### src/rtl/core/lpfc_pkg.sv
// ----------------------------------------------------------------------------
// Frame checker package
// Constants, status codes and the result type of the frame checker.
// ----------------------------------------------------------------------------
package lpfc_pkg;

    localparam int unsigned MAX_PAYLOAD = 65535;
    localparam int unsigned HDR_LEN     = 3;
    localparam int unsigned POS_LIMIT   = HDR_LEN + MAX_PAYLOAD;
    localparam int unsigned POS_SAT     = POS_LIMIT + 1;
    localparam int unsigned POS_W       = $clog2(POS_SAT + 1);

    typedef logic [POS_W-1:0] pos_t;

    typedef enum logic [2:0] {
        ST_OK         = 3'd0,
        ST_SHORT_HDR  = 3'd1,
        ST_SHORT_BODY = 3'd2,
        ST_TRAILING   = 3'd3,
        ST_OVERLONG   = 3'd4
    } status_t;

    typedef struct packed {
        logic        payload_valid;
        logic [7:0]  payload_byte;
        logic        frame_end;
        status_t     frame_status;
        logic [7:0]  frame_kind;
        logic [15:0] declared_length;
    } res_t;

endpackage

### src/rtl/core/lpfc_byte_if.sv
// ----------------------------------------------------------------------------
// Frame byte channel
// Valid/ready channel carrying one raw frame byte and its last flag.
// ----------------------------------------------------------------------------
interface lpfc_byte_if;

    logic       valid;
    logic       ready;
    logic [7:0] data_byte;
    logic       frame_last;

    modport source (output valid, output data_byte, output frame_last, input ready);
    modport sink   (input valid, input data_byte, input frame_last, output ready);

endinterface

### src/rtl/core/lpfc_result_if.sv
// ----------------------------------------------------------------------------
// Frame result channel
// Valid/ready channel carrying one per-byte result of the frame checker.
// ----------------------------------------------------------------------------
interface lpfc_result_if;

    logic        valid;
    logic        ready;
    logic        payload_valid;
    logic [7:0]  payload_byte;
    logic        frame_end;
    logic [2:0]  frame_status;
    logic [7:0]  frame_kind;
    logic [15:0] declared_length;

    modport source (
        output valid, output payload_valid, output payload_byte, output frame_end,
        output frame_status, output frame_kind, output declared_length,
        input  ready
    );
    modport sink (
        input  valid, input payload_valid, input payload_byte, input frame_end,
        input  frame_status, input frame_kind, input declared_length,
        output ready
    );

endinterface

### src/rtl/core/length_prefixed_frame_checker_top.sv
// Frame checker: takes one frame byte per cycle on byte_ch while byte_ch.ready
// is high and returns one registered result per byte on result_ch, sustaining
// one transfer per cycle while result_ch.ready is high. The result is held in
// a registered output stage backed by a one-entry skid buffer, so a byte is
// still taken in the cycle the result side first stalls; byte_ch.ready drops
// only once both entries hold results. Bytes inside the declared length come
// out with payload_valid set; the frame_last byte carries frame_end, status,
// header kind and length (zero on a short header) and clears the frame state.
// ----------------------------------------------------------------------------
// Length-prefixed frame checker top level
// Header parsing, payload marking and end-of-frame status, with output buffer.
// ----------------------------------------------------------------------------
module length_prefixed_frame_checker_top
    import lpfc_pkg::*;
(
    input  logic          clk,
    input  logic          rst_n,
    lpfc_byte_if.sink     byte_ch,
    lpfc_result_if.source result_ch
);

    logic push_valid;
    logic push_ready;
    res_t push_data;

    lpfc_core u_core (
        .clk        (clk),
        .rst_n      (rst_n),
        .byte_ch    (byte_ch),
        .push_ready (push_ready),
        .push_valid (push_valid),
        .push_data  (push_data)
    );

    lpfc_outbuf u_outbuf (
        .clk        (clk),
        .rst_n      (rst_n),
        .push_valid (push_valid),
        .push_ready (push_ready),
        .push_data  (push_data),
        .result_ch  (result_ch)
    );

endmodule

### src/rtl/core/lpfc_core.sv
// ----------------------------------------------------------------------------
// Frame checker core
// Tracks the byte position and header fields and builds one result per byte.
// ----------------------------------------------------------------------------
module lpfc_core
    import lpfc_pkg::*;
(
    input  logic             clk,
    input  logic             rst_n,
    lpfc_byte_if.sink        byte_ch,
    input  logic             push_ready,
    output logic             push_valid,
    output res_t             push_data
);

    pos_t        pos_reg, pos_next;
    logic [7:0]  kind_reg, kind_next;
    logic [7:0]  len_low_reg, len_low_next;
    logic [15:0] len_reg, len_next;

    pos_t        pos;
    pos_t        nxt;
    pos_t        actual;
    logic [15:0] len_eff;
    logic        accept;
    logic        hdr_done;
    status_t     status;

    assign byte_ch.ready = push_ready;
    assign push_valid    = byte_ch.valid;
    assign accept        = byte_ch.valid && push_ready;

    always_comb
    begin
        pos      = (pos_reg > pos_t'(POS_SAT)) ? pos_t'(POS_SAT) : pos_reg;
        nxt      = (pos < pos_t'(POS_SAT)) ? pos + pos_t'(1) : pos_t'(POS_SAT);
        len_eff  = (pos == pos_t'(2)) ? {byte_ch.data_byte, len_low_reg} : len_reg;
        actual   = nxt - pos_t'(HDR_LEN);
        hdr_done = (nxt >= pos_t'(HDR_LEN));

        if (nxt > pos_t'(POS_LIMIT))
        begin
            status = ST_OVERLONG;
        end
        else if (!hdr_done)
        begin
            status = ST_SHORT_HDR;
        end
        else if (actual < pos_t'(len_eff))
        begin
            status = ST_SHORT_BODY;
        end
        else if (actual > pos_t'(len_eff))
        begin
            status = ST_TRAILING;
        end
        else
        begin
            status = ST_OK;
        end

        push_data.payload_valid = (pos >= pos_t'(HDR_LEN)) && (pos < pos_t'(POS_LIMIT))
                                  && ((pos - pos_t'(HDR_LEN)) < pos_t'(len_reg));
        push_data.payload_byte  = push_data.payload_valid ? byte_ch.data_byte : 8'd0;
        push_data.frame_end     = byte_ch.frame_last;
        push_data.frame_status  = byte_ch.frame_last ? status : ST_OK;
        push_data.frame_kind    = (byte_ch.frame_last && hdr_done) ? kind_reg : 8'd0;
        push_data.declared_length = (byte_ch.frame_last && hdr_done) ? len_eff : 16'd0;

        pos_next     = pos_reg;
        kind_next    = kind_reg;
        len_low_next = len_low_reg;
        len_next     = len_reg;
        if (accept)
        begin
            if (byte_ch.frame_last)
            begin
                pos_next     = '0;
                kind_next    = 8'd0;
                len_low_next = 8'd0;
                len_next     = 16'd0;
            end
            else
            begin
                pos_next = nxt;
                if (pos == pos_t'(0))
                begin
                    kind_next = byte_ch.data_byte;
                end
                if (pos == pos_t'(1))
                begin
                    len_low_next = byte_ch.data_byte;
                end
                if (pos == pos_t'(2))
                begin
                    len_next = len_eff;
                end
            end
        end
    end

    always_ff @(posedge clk or negedge rst_n)
    begin
        if (!rst_n)
        begin
            pos_reg     <= '0;
            kind_reg    <= 8'd0;
            len_low_reg <= 8'd0;
            len_reg     <= 16'd0;
        end
        else
        begin
            pos_reg     <= pos_next;
            kind_reg    <= kind_next;
            len_low_reg <= len_low_next;
            len_reg     <= len_next;
        end
    end

endmodule

### src/rtl/core/lpfc_outbuf.sv
// ----------------------------------------------------------------------------
// Frame checker output buffer
// Result register with a skid stage; ready toward the core is registered.
// ----------------------------------------------------------------------------
module lpfc_outbuf
    import lpfc_pkg::*;
(
    input  logic             clk,
    input  logic             rst_n,
    input  logic             push_valid,
    output logic             push_ready,
    input  res_t             push_data,
    lpfc_result_if.source    result_ch
);

    logic main_valid_reg, main_valid_next;
    logic skid_valid_reg, skid_valid_next;
    res_t main_reg, main_next;
    res_t skid_reg, skid_next;
    logic push;
    logic pop;

    assign push_ready = rst_n && !skid_valid_reg;
    assign push       = push_valid && push_ready;
    assign pop        = main_valid_reg && result_ch.ready;

    always_comb
    begin
        main_valid_next = main_valid_reg;
        skid_valid_next = skid_valid_reg;
        main_next       = main_reg;
        skid_next       = skid_reg;
        if (skid_valid_reg)
        begin
            if (pop)
            begin
                main_next       = skid_reg;
                skid_valid_next = 1'b0;
            end
        end
        else if (push)
        begin
            if (!main_valid_reg || pop)
            begin
                main_next       = push_data;
                main_valid_next = 1'b1;
            end
            else
            begin
                skid_next       = push_data;
                skid_valid_next = 1'b1;
            end
        end
        else if (pop)
        begin
            main_valid_next = 1'b0;
        end
    end

    always_ff @(posedge clk or negedge rst_n)
    begin
        if (!rst_n)
        begin
            main_valid_reg <= 1'b0;
            skid_valid_reg <= 1'b0;
        end
        else
        begin
            main_valid_reg <= main_valid_next;
            skid_valid_reg <= skid_valid_next;
        end
    end

    always_ff @(posedge clk)
    begin
        main_reg <= main_next;
        skid_reg <= skid_next;
    end

    assign result_ch.valid           = main_valid_reg;
    assign result_ch.payload_valid   = main_reg.payload_valid;
    assign result_ch.payload_byte    = main_reg.payload_byte;
    assign result_ch.frame_end       = main_reg.frame_end;
    assign result_ch.frame_status    = 3'(main_reg.frame_status);
    assign result_ch.frame_kind      = main_reg.frame_kind;
    assign result_ch.declared_length = main_reg.declared_length;

endmodule

### src/flat_wrapper.sv
// flat-port wrapper written by rule: the top's interface ports become plain ports
module length_prefixed_frame_checker_top_flat import lpfc_pkg::*;
  (clk, rst_n, byte_ch_valid, byte_ch_data_byte, byte_ch_frame_last, byte_ch_ready, result_ch_valid, result_ch_payload_valid, result_ch_payload_byte, result_ch_frame_end, result_ch_frame_status, result_ch_frame_kind, result_ch_declared_length, result_ch_ready);
  lpfc_byte_if byte_ch_i ();
  lpfc_result_if result_ch_i ();
  input  logic clk;
  input  logic rst_n;
  input wire logic [$bits(byte_ch_i.valid)-1:0] byte_ch_valid;
  input wire logic [$bits(byte_ch_i.data_byte)-1:0] byte_ch_data_byte;
  input wire logic [$bits(byte_ch_i.frame_last)-1:0] byte_ch_frame_last;
  output wire logic [$bits(byte_ch_i.ready)-1:0] byte_ch_ready;
  output wire logic [$bits(result_ch_i.valid)-1:0] result_ch_valid;
  output wire logic [$bits(result_ch_i.payload_valid)-1:0] result_ch_payload_valid;
  output wire logic [$bits(result_ch_i.payload_byte)-1:0] result_ch_payload_byte;
  output wire logic [$bits(result_ch_i.frame_end)-1:0] result_ch_frame_end;
  output wire logic [$bits(result_ch_i.frame_status)-1:0] result_ch_frame_status;
  output wire logic [$bits(result_ch_i.frame_kind)-1:0] result_ch_frame_kind;
  output wire logic [$bits(result_ch_i.declared_length)-1:0] result_ch_declared_length;
  input wire logic [$bits(result_ch_i.ready)-1:0] result_ch_ready;
  assign byte_ch_i.valid = byte_ch_valid;
  assign byte_ch_i.data_byte = byte_ch_data_byte;
  assign byte_ch_i.frame_last = byte_ch_frame_last;
  assign byte_ch_ready = byte_ch_i.ready;
  assign result_ch_valid = result_ch_i.valid;
  assign result_ch_payload_valid = result_ch_i.payload_valid;
  assign result_ch_payload_byte = result_ch_i.payload_byte;
  assign result_ch_frame_end = result_ch_i.frame_end;
  assign result_ch_frame_status = result_ch_i.frame_status;
  assign result_ch_frame_kind = result_ch_i.frame_kind;
  assign result_ch_declared_length = result_ch_i.declared_length;
  assign result_ch_i.ready = result_ch_ready;
  length_prefixed_frame_checker_top u_core (.clk(clk), .rst_n(rst_n), .byte_ch(byte_ch_i), .result_ch(result_ch_i));
endmodule
### config.mk
export PLATFORM = sky130hd
export DESIGN_NAME = length_prefixed_frame_checker_top_flat
export DESIGN_NICKNAME = d
export VERILOG_FILES = /design/src/rtl/core/lpfc_pkg.sv /design/src/rtl/core/lpfc_byte_if.sv /design/src/rtl/core/lpfc_result_if.sv /design/src/rtl/core/length_prefixed_frame_checker_top.sv /design/src/rtl/core/lpfc_core.sv /design/src/rtl/core/lpfc_outbuf.sv /design/src/flat_wrapper.sv
export SDC_FILE = /design/constraint.sdc
export NUM_CORES = 1
export LEC_CHECK = 0
export ABC_AREA = 1
export BUFFER_PORTS_ARGS = -buffer_cell sky130_fd_sc_hd__buf_2
export CAP_MARGIN = 20
export CORE_UTILIZATION = 30
export CTS_CLUSTER_SIZE = 12
export DETAILED_ROUTE_END_ITERATION = 7
export PLACE_DENSITY = 0.53
export SYNTH_ARGS = -nofsm -noshare
export SYNTH_HDL_FRONTEND = slang
export SYNTH_HIERARCHICAL = 1
export SYNTH_SLANG_ARGS = --single-unit
export TNS_END_PERCENT = 50
### constraint.sdc
create_clock -name clk -period 11.28 [get_ports clk]
set_input_delay 0 -clock clk [delete_from_list [all_inputs] [get_ports clk]]
set_output_delay 0 -clock clk [all_outputs]
set_load 0.03 [all_outputs]
==> impl_metrics.csv <==
group,metric,value,unit
setup_path,slowest_delay,0.46,ns
route,routed_wl,19250,um
finish,final_area,0.008803,mm^2
setup_path,crit_required,11.45,ns
floorplan,start_util,30.91,%
clock_tree,clockBufferDepth,2,
clock_tree,cts.sinks,125,
sta,finalCritPeriodShare,45.61,%
power,p_per_area,230.8,mW/mm^2
sta,drv_slew,0,
place,dp_hpwl,14170,um
grt,track_usage,15.60,%
clock_tree,worstSkewPairLatency,0.42,ns
grt,grt_max_degree,52,
finish,largest_reg_flops,37,
grt,grt_overflow,0,
sta,whs,0.3954,ns
logic_synthesis,synth.top_cells.by_area,"edfxtp_1, dfrtp_1, nand2_1, ha_1, inv_1",
sta,maxSlewHeadroom,27.86,%
logic_synthesis,synth_seq_cells,125,
setup_path,worstPathArrival,5.31,ns
route,ant_nets,0,
power,ir_drop,0.00009864,V
route,remaining_drc_errors,0,
grt,antenna_found_initial,0,
finish,post-route-util,35.88,%
floorplan,fp.dieH,161.0,um
finish,nets,976,
setup_path,crit_path_start,"u_core/u_core/pos_reg[3]",
run,drv_cap,0,
finish,synthToLayoutAreaGrowth,16.09,%
setup_path,cp_max_fo,27,
sta,finClkSkew,0.01372,ns
sta,worstMarginPinSlew,1.081,ns
setup_path,cp-end-kind,"register",
sta,hold_viol,0,
clock_tree,cts_setup_buffers,0,
grt,grt_pass1_vias,5656,
logic_synthesis,synthArstFlopShare,40.80,%
logic_synthesis,ys_top_cells_by_count,"nand2_1, inv_1, nor2_1",
logic_synthesis,postSynthAreaPerCell,8.777,um^2
logic_synthesis,yosys_warnings,6,
route,via_per_inst,4.633,
sta,fin_crit,5.144,ns
route,vias,5852,
floorplan,core,0.02453,mm^2
sta,grt_setup_unrepaired,"no",
power,leakage,3.941,nW
floorplan,die-area,0.02592,mm^2
clock_tree,cts_buffers,17,
logic_synthesis,synth_edf_count,74,
logic_synthesis,syn_inst,864,
logic_synthesis,synth_most_common_cell,"nand2_1",
clock_tree,cts_tree,"yes",
sta,tns,0,ns
route,dr.pass1.iters,5,
setup_path,cp-start-kind,"register",
logic_synthesis,synth.cell_area,0.007584,mm^2
route,wl_per_cell,15.24,um
logic_synthesis,synth_cell_types,43,
grt,grt_pass1_wl,31030,um
place,gp_congestion,0.8723,
power,power,2.032,mW
hold_path,hold_class,"primary input to asynchronous set/reset pin",
place,placed_area,0.008046,mm^2
floorplan,ios,52,
logic_synthesis,ys_seq_area_share,46.13,%
setup_path,cpMostUsedCell,"nand2_1",
floorplan,die_width,161.0,um
setup_path,critical_path_class,"register to register",
logic_synthesis,synth_top_area_cell,"edfxtp_1",
setup_path,r2r-start,"u_core/u_core/pos_reg[3]",
finish,n_antenna_cell,0,
sta,fmax,194.4,MHz
sta,setup_violations,0,
floorplan,num_rows,57,
run_status,status,"complete, no violations",
clock_tree,h-tree-depth,4,
route,drt_iter0_drc,427,
logic_synthesis,synth_ff_type,"edfxtp_1",
logic_synthesis,syn-num-nets,914,
logic_synthesis,synth_top_cell_area_share,29.30,%
setup_path,critPathSlowestCell,"dfrtp_1",
place,numPortBuffers,51,
finish,drive_above_1_share,19.28,%
clock_tree,clkTransAtPathRegs,0.06,ns
clock_tree,root_buffer,"clkbuf_16",
[power by group]
part	switching, mW	internal (mW)
registers	0.0291	0.570
logic	0.574	0.305
clock network	0.225	0.330
total	0.828	1.20
[layout by cell type, fill, tap and decap left out, types with 3 or more instances in the layout]
cell             n
a211oi_1         3
a21oi_1         29
buf_2           51
clkbuf_16       17
clkinv_4         3
dfrtp_1         51
dlygate4sd3_1   13
edfxtp_1        74
ha_1            37
inv_1           88
inv_2            6
inv_6            4
nand2_1        233
nand2_2         25
nand2_4          5
nand3_1         34
nand3_2          5
nand4_1         15
nand4_2          3
nor2_1          78
nor2_2          15
nor2_4          27
nor3_1           9
o21ai_0         28
o21ai_1         11
o22ai_1         22
xnor2_1          8
xor2_1          17
[worst max-delay path: cells and delay by family (launching register included)]
family | cells | cell delay, ns
fa+ha+maj | 3 | 0.89
xor+xnor | 1 | 0.16
buf+inv | 5 | 0.54
compound gates | 4 | 0.55
simple gates | 18 | 2.27
flops | 1 | 0.46
[logic make-up (layout without fill, tap and decap cells)]
group           count (synthesis)  after routing  synth area share, %
flops                         125            125                46.13
compound gates                101            101                7.656
xor+xnor                       25             25                2.887
buf+inv                       121            196                7.820
simple gates                  455            455                29.40
fa+ha+maj                      37             37                6.105
[final timing paths]
check,endpoint,slack (ns),depth (start not counted)
setup / recovery,u_core/u_outbuf/result_ch.frame_status[0],6.14,31
hold reg to reg,u_core/u_core/len_low_reg[6],0.49,2
hold / removal,u_core/u_outbuf/skid_valid_reg,0.40,3
setup reg to reg,u_core/u_outbuf/result_ch.frame_status[0],6.14,31
min in group clk,u_core/u_core/kind_reg[4],0.42,4
max in group asynchronous,u_core/u_core/pos_reg[2],10.43,3
[metal layers]
layer  wire (um)  vias up  GRT usage (%)
met4         282        0          4.803
met2        9074      119          25.24
met1        9191     2741          20.90
li1            -     2971              -
met5           0        -              0
met3         698       21          3.184
[layout make-up]
class | count | area, um^2
multi-input cells | 618 | 3505
inverters | 96 | 367.9
flip-flops and latches | 125 | 3498
clock buffers | 18 | 429.2
repair buffers | 68 | 440.4
fillers | 2525 | 15730
clock inverters | 14 | 157.7
well taps | 324 | 405.4
[metrics by stage]
| step | setup slack, ns | std cells |
|---|---|---|
| floorplan | 6.934 | 864 |
| global placement | 6.277 | 1216 |
| detailed placement | 6.195 | 1216 |
| CTS | 6.149 | 1261 |
| global route | 5.643 | 1263 |
| finish | 6.136 | 1263 |
[what timing repair did]
action,4_1_cts,5_1_grt
hold endpoints to repair,83,0
hold buffers,13,0
setup endpoints to repair,0,0
gates resized for setup,0,0
Note: power is estimated with default switching activity, not from simulation.
